`config.mk`:
```
export PLATFORM = sky130hd
export DESIGN_NAME = code_symbol_bit_packer_flat
export DESIGN_NICKNAME = d
export VERILOG_FILES = /design/src/hw/rtl/csbp_pkg.sv /design/src/hw/rtl/csbp_if.sv /design/src/hw/rtl/csbp_packer.sv /design/src/hw/rtl/csbp_serializer.sv /design/src/hw/rtl/code_symbol_bit_packer.sv /design/src/flat_wrapper.sv
export SDC_FILE = /design/constraint.sdc
export NUM_CORES = 1
export LEC_CHECK = 0
export BUFFER_PORTS_ARGS = -buffer_cell sky130_fd_sc_hd__buf_2
export CAP_MARGIN = 0
export CORE_MARGIN = 1
export CORE_UTILIZATION = 55
export CTS_BUF_LIST = sky130_fd_sc_hd__clkbuf_8
export CTS_CLUSTER_SIZE = 30
export DETAILED_ROUTE_END_ITERATION = 6
export PLACE_DENSITY = 0.79
export SLEW_MARGIN = 25
export SYNTH_ARGS = -nofsm -noshare
export SYNTH_HDL_FRONTEND = slang
export SYNTH_SLANG_ARGS = --single-unit
export TNS_END_PERCENT = 50
```
`constraint.sdc`:
```
create_clock -name clk_i -period 3.8 [get_ports clk_i]
set_input_delay 0.57 -clock clk_i [delete_from_list [all_inputs] [get_ports clk_i]]
set_output_delay 0.57 -clock clk_i [all_outputs]
set_load 0.005 [all_outputs]
```
`src/hw/rtl/csbp_pkg.sv`:
```
// package for the code and symbol bit packer
// holds field widths, op codes and the control record passed between the
// packer core and the byte serializer; depends on nothing
package csbp_pkg;

  // field widths
  localparam int unsigned CodeWidth    = 16;
  localparam int unsigned CodeLenWidth = 5;
  localparam int unsigned SymbolWidth  = 8;
  localparam int unsigned ByteWidth    = 8;
  localparam int unsigned PendWidth    = ByteWidth - 1;
  localparam int unsigned PendCntWidth = 3;
  localparam int unsigned MaxBytes     = 3;
  localparam int unsigned ByteCntWidth = 2;
  localparam int unsigned AccWidth     = PendWidth + CodeWidth + SymbolWidth;
  localparam int unsigned TotalWidth   = 5;

  // longest code length honored; longer requests are saturated
  localparam int unsigned MaxCodeBits  = 16;
  localparam int unsigned EffCodeBits  = (MaxCodeBits < CodeWidth) ? MaxCodeBits : CodeWidth;

  // request op codes
  typedef enum logic {
    OP_APPEND = 1'b0,
    OP_FLUSH  = 1'b1
  } csbp_op_e;

  // load record from packer core to serializer
  typedef struct packed {
    logic                                valid;
    logic [ByteCntWidth-1:0]             nbytes;
    logic [MaxBytes*ByteWidth-1:0]       data;
  } csbp_load_t;

endpackage

```
`src/hw/rtl/csbp_if.sv`:
```
// handshake channels of the code and symbol bit packer
// input request channel and output byte channel; depends on csbp_pkg
interface csbp_item_if;
  import csbp_pkg::*;

  logic                    valid;
  logic                    ready;
  csbp_op_e                op;
  logic [CodeWidth-1:0]    code_value;
  logic [CodeLenWidth-1:0] code_bits;
  logic [SymbolWidth-1:0]  symbol;

  modport source (output valid, output op, output code_value, output code_bits,
                  output symbol, input ready);
  modport sink   (input valid, input op, input code_value, input code_bits,
                  input symbol, output ready);
endinterface

interface csbp_byte_if;
  import csbp_pkg::*;

  logic                 valid;
  logic                 ready;
  logic [ByteWidth-1:0] out_byte;
  logic                 last;

  modport source (output valid, output out_byte, output last, input ready);
  modport sink   (input valid, input out_byte, input last, output ready);
endinterface

```
`src/hw/rtl/csbp_packer.sv`:
```
// packer core: merges pending bits, code and symbol into a packed word
// and keeps the partial-byte accumulator; depends on csbp_pkg
module csbp_packer (
  input  logic                                   clk_i,
  input  logic                                   rst_ni,
  input  logic                                   accept_i,
  input  csbp_pkg::csbp_op_e                     op_i,
  input  logic [csbp_pkg::CodeWidth-1:0]         code_value_i,
  input  logic [csbp_pkg::CodeLenWidth-1:0]      code_bits_i,
  input  logic [csbp_pkg::SymbolWidth-1:0]       symbol_i,
  output csbp_pkg::csbp_load_t                   load_o
);
  import csbp_pkg::*;

  logic [PendWidth-1:0]    pend_q, pend_d;
  logic [PendCntWidth-1:0] cnt_q, cnt_d;

  logic [CodeLenWidth-1:0] len;
  logic [CodeWidth-1:0]    code_masked;
  logic [AccWidth-1:0]     acc;
  logic [TotalWidth-1:0]   total;
  logic [ByteCntWidth-1:0] app_nbytes;
  logic [AccWidth-1:0]     acc_rest;
  logic [PendWidth-1:0]    rest_mask;

  // saturate the code length and drop unused code bits
  always_comb begin
    len = (code_bits_i > CodeLenWidth'(EffCodeBits)) ? CodeLenWidth'(EffCodeBits)
                                                      : code_bits_i;
    code_masked = code_value_i & CodeWidth'((17'(1) << len) - 17'd1);
  end

  // build the bit word; pending bits above cnt_q are always zero
  always_comb begin
    acc = AccWidth'(pend_q)
        | (AccWidth'(code_masked) << cnt_q)
        | (AccWidth'(symbol_i) << (TotalWidth'(cnt_q) + len));
    total      = TotalWidth'(cnt_q) + len + TotalWidth'(ByteWidth);
    app_nbytes = total[TotalWidth-1:3];
    acc_rest   = acc >> {app_nbytes, 3'b000};
    rest_mask  = PendWidth'((8'(1) << total[2:0]) - 8'd1);
  end

  // load record and next accumulator state
  always_comb begin
    pend_d = pend_q;
    cnt_d  = cnt_q;
    load_o = '0;
    if (accept_i) begin
      load_o.valid = 1'b1;
      if (op_i == OP_FLUSH) begin
        load_o.nbytes = (cnt_q != '0) ? ByteCntWidth'(1) : '0;
        load_o.data   = (MaxBytes*ByteWidth)'(pend_q);
        pend_d        = '0;
        cnt_d         = '0;
      end else begin
        load_o.nbytes = app_nbytes;
        load_o.data   = acc[MaxBytes*ByteWidth-1:0];
        pend_d        = acc_rest[PendWidth-1:0] & rest_mask;
        cnt_d         = total[2:0];
      end
    end
  end

  // accumulator registers
  always_ff @(posedge clk_i or negedge rst_ni) begin
    if (!rst_ni) begin
      pend_q <= '0;
      cnt_q  <= '0;
    end else begin
      pend_q <= pend_d;
      cnt_q  <= cnt_d;
    end
  end

  // pending bits never extend past the pending count
  a_pend_clean: assert property (@(posedge clk_i) disable iff (!rst_ni)
    (pend_q >> cnt_q) == '0)
    else $error("pending bits above pending count");

  // a flush leaves the accumulator empty
  a_flush_clears: assert property (@(posedge clk_i) disable iff (!rst_ni)
    (accept_i && op_i == OP_FLUSH) |=> (cnt_q == '0 && pend_q == '0))
    else $error("accumulator not cleared by flush");

  // an append always yields at least one byte
  a_append_emits: assert property (@(posedge clk_i) disable iff (!rst_ni)
    (accept_i && op_i == OP_APPEND) |-> (load_o.nbytes != '0))
    else $error("append produced no byte");

endmodule

```
`src/hw/rtl/csbp_serializer.sv`:
```
// byte serializer: result register holding up to three packed bytes,
// sent one per cycle while the output is ready, last flag on the final one; depends on csbp_pkg
module csbp_serializer (
  input  logic                                clk_i,
  input  logic                                rst_ni,
  input  csbp_pkg::csbp_load_t                load_i,
  input  logic                                out_ready_i,
  output logic                                can_load_o,
  output logic                                out_valid_o,
  output logic [csbp_pkg::ByteWidth-1:0]      out_byte_o,
  output logic                                out_last_o
);
  import csbp_pkg::*;

  logic [MaxBytes*ByteWidth-1:0] buf_q, buf_d;
  logic [ByteCntWidth-1:0]       left_q, left_d;
  logic                          out_fire;

  // output view of the head byte
  assign out_valid_o = (left_q != '0);
  assign out_byte_o  = buf_q[ByteWidth-1:0];
  assign out_last_o  = (left_q == ByteCntWidth'(1));
  assign out_fire    = out_valid_o && out_ready_i;

  // a new request may load when the buffer is empty or empties this cycle
  assign can_load_o = (left_q == '0) || (out_last_o && out_ready_i);

  // buffer update: load a fresh word or shift out one byte
  always_comb begin
    buf_d  = buf_q;
    left_d = left_q;
    if (load_i.valid) begin
      buf_d  = load_i.data;
      left_d = load_i.nbytes;
    end else if (out_fire) begin
      buf_d  = buf_q >> ByteWidth;
      left_d = left_q - ByteCntWidth'(1);
    end
  end

  // payload needs no reset
  always_ff @(posedge clk_i) begin
    buf_q <= buf_d;
  end

  always_ff @(posedge clk_i or negedge rst_ni) begin
    if (!rst_ni) begin
      left_q <= '0;
    end else begin
      left_q <= left_d;
    end
  end

  // a load never overwrites bytes still waiting
  a_no_overwrite: assert property (@(posedge clk_i) disable iff (!rst_ni)
    load_i.valid |-> (left_q == '0 || (left_q == ByteCntWidth'(1) && out_ready_i)))
    else $error("load over pending bytes");

  // after a non-final byte is taken another byte follows
  a_more_follow: assert property (@(posedge clk_i) disable iff (!rst_ni)
    (out_fire && !out_last_o) |=> out_valid_o)
    else $error("byte sequence cut short");

  // buffer never holds more than three bytes
  a_count_range: assert property (@(posedge clk_i) disable iff (!rst_ni)
    left_q <= ByteCntWidth'(MaxBytes))
    else $error("byte count out of range");

endmodule

```
`src/hw/rtl/code_symbol_bit_packer.sv`:
```
// Packs code and symbol requests into an LSB-first byte stream. Each append
// request adds its code bits (length saturated to 16) and then its 8 symbol
// bits to a partial-byte accumulator; each finished byte comes out on the
// byte channel, first bit in bit 0, and the final byte of a request carries
// last. A flush request sends the remaining partial byte zero-padded, or
// nothing if none is pending, and empties the accumulator. An append
// produces 1 to 3 bytes and a flush 0 or 1; the output byte register sends
// one byte a cycle while the output is ready, and a request is taken in the
// same cycle the previous request's final byte goes out, or at once while
// the register is empty. Packing is done in the cycle a request is accepted.
// Depends on csbp_pkg, csbp_if, csbp_packer and csbp_serializer.
module code_symbol_bit_packer (
  input  logic       clk_i,
  input  logic       rst_ni,
  csbp_item_if.sink  item_i,
  csbp_byte_if.source byte_o
);
  import csbp_pkg::*;

  csbp_load_t load;
  logic       can_load;
  logic       accept;

  assign item_i.ready = can_load;
  assign accept       = item_i.valid && can_load;

  // packer core and accumulator
  csbp_packer u_packer (
    .clk_i        (clk_i),
    .rst_ni       (rst_ni),
    .accept_i     (accept),
    .op_i         (item_i.op),
    .code_value_i (item_i.code_value),
    .code_bits_i  (item_i.code_bits),
    .symbol_i     (item_i.symbol),
    .load_o       (load)
  );

  // result register and byte sequencing
  csbp_serializer u_serializer (
    .clk_i       (clk_i),
    .rst_ni      (rst_ni),
    .load_i      (load),
    .out_ready_i (byte_o.ready),
    .can_load_o  (can_load),
    .out_valid_o (byte_o.valid),
    .out_byte_o  (byte_o.out_byte),
    .out_last_o  (byte_o.last)
  );

endmodule

```
`src/flat_wrapper.sv`:
```
// flat-port wrapper written by rule: the top's interface ports become plain ports
module code_symbol_bit_packer_flat import csbp_pkg::*;
  (clk_i, rst_ni, item_i_valid, item_i_op, item_i_code_value, item_i_code_bits, item_i_symbol, item_i_ready, byte_o_valid, byte_o_out_byte, byte_o_last, byte_o_ready);
  csbp_item_if item_i_i ();
  csbp_byte_if byte_o_i ();
  input  logic clk_i;
  input  logic rst_ni;
  input wire logic [$bits(item_i_i.valid)-1:0] item_i_valid;
  input wire logic [$bits(item_i_i.op)-1:0] item_i_op;
  input wire logic [$bits(item_i_i.code_value)-1:0] item_i_code_value;
  input wire logic [$bits(item_i_i.code_bits)-1:0] item_i_code_bits;
  input wire logic [$bits(item_i_i.symbol)-1:0] item_i_symbol;
  output wire logic [$bits(item_i_i.ready)-1:0] item_i_ready;
  output wire logic [$bits(byte_o_i.valid)-1:0] byte_o_valid;
  output wire logic [$bits(byte_o_i.out_byte)-1:0] byte_o_out_byte;
  output wire logic [$bits(byte_o_i.last)-1:0] byte_o_last;
  input wire logic [$bits(byte_o_i.ready)-1:0] byte_o_ready;
  assign item_i_i.valid = item_i_valid;
  assign item_i_i.op = item_i_op;
  assign item_i_i.code_value = item_i_code_value;
  assign item_i_i.code_bits = item_i_code_bits;
  assign item_i_i.symbol = item_i_symbol;
  assign item_i_ready = item_i_i.ready;
  assign byte_o_valid = byte_o_i.valid;
  assign byte_o_out_byte = byte_o_i.out_byte;
  assign byte_o_last = byte_o_i.last;
  assign byte_o_i.ready = byte_o_ready;
  code_symbol_bit_packer u_core (.clk_i(clk_i), .rst_ni(rst_ni), .item_i(item_i_i), .byte_o(byte_o_i));
endmodule
```
* Word-level counts from Yosys, hierarchy flattened
Index checks and enable logic that the tools add are counted.
** Word-level totals
- Latch bits :: 0
- Output and inout port bits :: 11
- Bits in registers :: 36
- RAM bits :: 0
- Memories :: 0
- Bits in read-only memories :: 0
** Operators by class
- Reductions and logical operators :: 8
- Shifts and indexed selects :: 5
- Bitwise gates (word level) :: 4
- Add/subtract/negate cells :: 5
- Multipliers :: 0
- Divide/modulo/power cells :: 0
- Mux-type cells :: 10
- Magnitude comparators :: 1
- Eq/ne operators :: 1
** Operator list (count)
- $mux 24 :: 2
- $or 31x31->31 :: 1
- $or 7x31->31 :: 1
- $shl 16x3->31 :: 1
- $shl 8x5->31 :: 1
- $shr 31x5->7 :: 1
- $mux 27 :: 1
- $mux 26 :: 1
- $and 16x16->16 :: 1
- $shl 1x5->16 const A :: 1
- $sub 16x1->16 const B :: 1
- $and 7x7->7 :: 1
- $mux 7 :: 1
- $shl 1x3->7 const A :: 1
- $sub 7x1->7 const B :: 1
- $add 3x5->5 :: 1
- $add 5x4->5 const B :: 1
- $gt 5x5->1 const B :: 1
- $mux 5 :: 1
- $mux 2 :: 2
- $reduce_bool 2->1 :: 2
- $logic_and 1x1->1 :: 3
- $mux 3 :: 1
- $reduce_bool 3->1 :: 1
- 5 further kinds :: 5

* Depth between registers and ports, before layout
- Word-level depth :: 11
- Depth in mapped cells :: 15
- Mapped depth without buffers :: 13

* Hierarchy
Synthesis repeated with hierarchy kept, for this count alone.
** Unflattened totals
- Cells, all modules :: 517
- Area total of the unflattened synthesis :: 4108.9 µm²
** By module, submodules not included
- csbp_packer :: area an instance 2915.3 µm², instances 1, cells an instance 439
- csbp_serializer :: area an instance 1187.4 µm², instances 1, cells an instance 77
- code_symbol_bit_packer :: area an instance 6.3 µm², instances 1, cells an instance 1

* Least setup slack after synthesis
No wires, ideal clock.
- Kind :: input to register
- From :: input port item_i_code_bits[1]
- To :: register u_core.u_packer.pend_q[4]
- Setup slack :: 0.213 ns
- Arrival :: 3.510 ns
- Buffers on the path :: 3
- Setup time :: 0.077 ns
- Stages :: 13
- Cells stage by stage :: clkbuf_1 -> nor2b_1 -> inv_1 -> fa_1 -> clkbuf_1 -> clkbuf_1 -> nand3_1 -> ha_1 -> nand3b_1 -> a21oi_1 -> o21ai_0 -> o31a_1 -> a21oi_1
** Between the ends
- Longest elaborated chain between the ends :: 11
- Elaborated cells on any way between the ends :: 16
** Ends and longest elaborated chain
- from (decl) :: RTL line flat_wrapper.sv:11 : input wire logic [$bits(item_i_i.code_bits)-1:0] item_i_code_bits;
- $gt 5x5->1 :: RTL line csbp_packer.sv:28 : len = (code_bits_i > CodeLenWidth'(EffCodeBits)) ? CodeLenWidth'(EffCodeBits)
- $mux 5 (*) :: RTL line csbp_packer.sv:28
- $shl 1x5->16 :: RTL line csbp_packer.sv:30 : code_masked = code_value_i & CodeWidth'((17'(1) << len) - 17'd1);
- $sub 16x1->16 :: RTL line csbp_packer.sv:30
- $and 16x16->16 :: RTL line csbp_packer.sv:30
- $shl 16x3->31 :: RTL line csbp_packer.sv:36 : | (AccWidth'(code_masked) << cnt_q)
- $or 7x31->31 :: RTL line csbp_packer.sv:36
- $or 31x31->31 :: RTL line csbp_packer.sv:37 : | (AccWidth'(symbol_i) << (TotalWidth'(cnt_q) + len));
- $shr 31x5->7 :: RTL line csbp_packer.sv:40 : acc_rest = acc >> {app_nbytes, 3'b000};
- $and 7x7->7 (*) :: RTL line csbp_packer.sv:59 : pend_d = acc_rest[PendWidth-1:0] & rest_mask;
- $mux 7 (*) :: RTL line csbp_packer.sv:51 : if (op_i == OP_FLUSH) begin
- to (signal assigned) :: RTL line csbp_packer.sv:71 : pend_q <= pend_d;
- to (decl) :: RTL line csbp_packer.sv:15 : logic [PendWidth-1:0] pend_q, pend_d;
Mark *: on every way between the ends. The rest lies on a longest branch, timed or not.
A chain may end at the register's enable or synchronous reset.

* Final worst setup path
- From :: input port item_i_code_bits[4]
- To :: register u_core.u_packer.pend_q[0]
Same word-level chain as after synthesis.

==> metrics.md <==
| Metric | Value |
|---|---|
| Outcome | finished with violations |
| Failing checks | design-rule violations |
| Fin Clk Skew | 0.01043 ns |
| NetSw | 1.492 mW |
| Main area contributors after synthesis | edfxtp_1 19%, dfrtp_1 7.8%, nand2_1 5.5% |
| Net count after synthesis | 535 |
| Initial antenna violation count | 0 |
| GR Util met2 | 54.11% |
| Combinational power share | 68.8% |
| RSZ-0062 raised after global routing | no |
| Yosys reg bits | 36 |
| Pint | 1.506 mW |
| Setup Fix Bufs, Post-CTS | 0 |
| Core area | 6756 µm² |
| Die width | 85.57 µm |
| Vias in the first global route | 3786 |
| PD cells | 715.3 nW/µm² |
| Clock power frac | 8.9% |
| Top FF cell, synth | edfxtp_1 |
| Switching fraction of total power | 49.77% |
| Grt total ovfl | 0 |
| R2R setup slack | 0.81 ns |
| CTS Hold Buffers Added | 0 |
| Clock-pin slew on the worst setup and hold paths | 0.08 ns |
| Via Count | 4027 |
| CP Launch Type | primary input |
| Area growth syn-to-layout | 9.088% |
| Die Height | 85.57 µm |
| Max-slew headroom | 58.78% |
| P_leak | 1.724 nW |
| Via density | 6.712 |
| Die ar. | 7322 µm² |
| Ant. Diodes | 0 |
| GR peak layer | met2 |
| Final wirelength | 11.93 mm |
| Fillers | 613 |
| Synth area leader | edfxtp_1 |
| Crit path DAT | 3.54 ns |
| Fin. max-slew vios | 0 |
| Worst vdd ir | 0.0003456 V |
| Synth cell count leaders | 56 x nand2_1, 39 x nor2_1, 31 x clkbuf_1, 29 x a21oi_1, 24 x edfxtp_1 |
| # setup viols final | 0 |
| Final worst path period need | 3.355 ns |
| Slew at the pin closest to its max-slew limit | 0.6183 ns |
| TNS Setup | 0 ns |
| Dpl hpwl | 9.036 mm |
| Num CTS Buffers | 5 |
| Post-synth EDFFs | 24 |
| Worst-path fanout max | 12 |
| Worst setup EP type | register |
| Max clock buf depth | 2 |
| Initial Utilization | 56.85% |
| GR Util met3 | 7.507% |
| Worst R2R Path Depth | 10 |
| CP required | 3.99 ns |
| First DRT Iteration DRCs | 353 |
| DR WL/cell | 19.88 µm |
| Setup CP Type | in2reg |
| Nets | 560 |
| Share of cells above drive strength 1 | 17.12% |
| Part of the power in registers | 22.3% |
| Sequential cell area fraction in the yosys report | 26.58% |
| Ys Warns | 0 |
| Clock sink count | 36 |
| First-pass GRT wire length | 19.20 mm |
| FP Rows | 30 |
| Final hold vios | 0 |
| Met1 usage | 42.52% |
| H-Tree Depth | 2 |
| Synth cell types | 71 |
| Post-synth ARST share | 33.33% |
| Design area | 4190 µm² |
| R2R Path End | u_core.u_serializer.buf_q[13] |
| Most frequent cell after synthesis | nand2_1 |
| Ports | 45 |
| GP Congestion | 1.051 |
| CTS tree | done |
| Period Utilization, post-route | 88.29% |
| Pin count of the biggest net entering global routing | 32 |
| Share of the synthesized area in the top cell type | 18.76% |
| Number of port buffers | 44 |
| Latest clock arrival within the worst-skew pair | 0.30 ns |
| Final antenna-violating net count | 0 |
| Max Cap Viol | 0 |
| Critical R2R Launch | u_core.u_packer.cnt_q[0] |
| TritonRoute pass-1 iters | 7 |
| Cells after Synth | 494 |
| Drt drc | 11 |
| DP Area | 4109 µm² |
| Hold crit path type | in2async |
| Post-CTS Resized | 0 |
| Syn_area_per_cell | 7.776 µm² |
| Root Driver | clkbuf_8 |
| Maximum clock frequency | 0.2981 GHz |
| Total GRT Usage | 33.84% |
| Netlist area before placement | 3841 µm² |
[stage by stage]
step	worst slack, ns	power, mW	utilization (%)	hold WS [ns]	instances
after CTS	0.5063	2.942	62.02	0.1795	600
final	0.4450	2.997	62.02	0.1686	600
after global placement	0.2360	2.645	60.81	0.4924	592
after floorplan	0.2131	2.136	-	0.2744	494
after detailed placement	0.2080	2.677	60.81	0.4953	592
after global routing	0.2486	3.211	62.02	0.1937	600
[critical path: stages]
cell      delay, ns
buf_2          0.16
nor4_1         0.40
nand2b_1       0.17
ha_1           0.35
and2_1         0.26
o2111a_1       0.23
a311oi_1       0.41
mux2_2         0.26
mux2i_1        0.13
o2111a_1       0.28
a221o_1        0.32
[final cells by class]
cell class,instances,area [µm²],share of cell area [%]
clock inverters,3,12.51,0.2986
clock buffers,5,68.82,1.642
multi-input cells,396,2542,60.67
well taps,80,100.1,2.389
repair buffers,68,400.4,9.555
inverters,12,45.04,1.075
flip-flops and latches,36,1021,24.37
[how the worst max path moves through the flow]
stage | startpoint | end | slack (ns)
6_report | item_i_code_bits[4] | u_core.u_packer.pend_q[0] | 0.45
2_1_floorplan | item_i_code_bits[1] | u_core.u_packer.pend_q[4] | 0.21
3_5_place_dp | item_i_code_bits[4] | u_core.u_packer.pend_q[0] | 0.21
5_1_grt | item_i_code_bits[2] | u_core.u_packer.pend_q[6] | 0.25
3_3_place_gp | item_i_code_bits[4] | u_core.u_packer.pend_q[0] | 0.24
4_1_cts | item_i_code_bits[3] | u_core.u_packer.pend_q[0] | 0.51
[kinds of logic (layout without fill, tap and decap cells)]
family	Yosys count	after routing	synth area share (%)
AO/OA/AOI/OAI	161	161	29.41
buffers and inverters	62	88	7.231
adder cells (fa/ha/maj)	7	7	2.476
multiplexers	24	24	6.873
flip-flops	36	36	26.58
XOR/XNOR	6	6	1.564
AND/OR/NAND/NOR	198	198	25.86
[cells in the final DEF, fill, tap and decap left out, types with 5 or more instances in the layout]
master	count
inv_1	14
nor3_1	11
a211oi_1	5
mux2i_1	14
nor4_1	8
buf_4	24
and2_1	7
nand2b_1	9
o21ai_1	10
a21oi_1	29
nand2_1	56
dfrtp_1	12
mux2_2	9
nand3_1	23
nand4_1	5
nor2b_1	9
o21a_1	6
nor2_1	39
o211ai_1	13
a22oi_1	6
ha_1	6
o21ai_0	20
a31oi_1	5
and3_1	8
o22ai_1	10
edfxtp_1	24
buf_2	44
clkbuf_8	5
o211a_1	7
[metal layers]
layer / wire length [µm] / share of wire [%]
met1: 4885 / 41
met2: 5340 / 45
met3: 1036 / 8.7
met4: 666 / 5.6
met5: 0 / 0
[state kept, by name (all words and copies together) (netlist names)]
name,count
u_core.u_packer.pend_q,7
u_core.u_serializer.left_q,2
u_core.u_serializer.buf_q,24
u_core.u_packer.cnt_q,3
[power groups by stage]
stage	logic, mW	clock network [mW]	registers (mW)
floorplan	1.49	0	0.645
global placement	1.97	0	0.671
detailed placement	2.00	0	0.674
CTS	2.01	0.265	0.665
global route	2.25	0.278	0.682
finish	2.06	0.267	0.667
No activity file was read; power rests on OpenSTA's default activity.
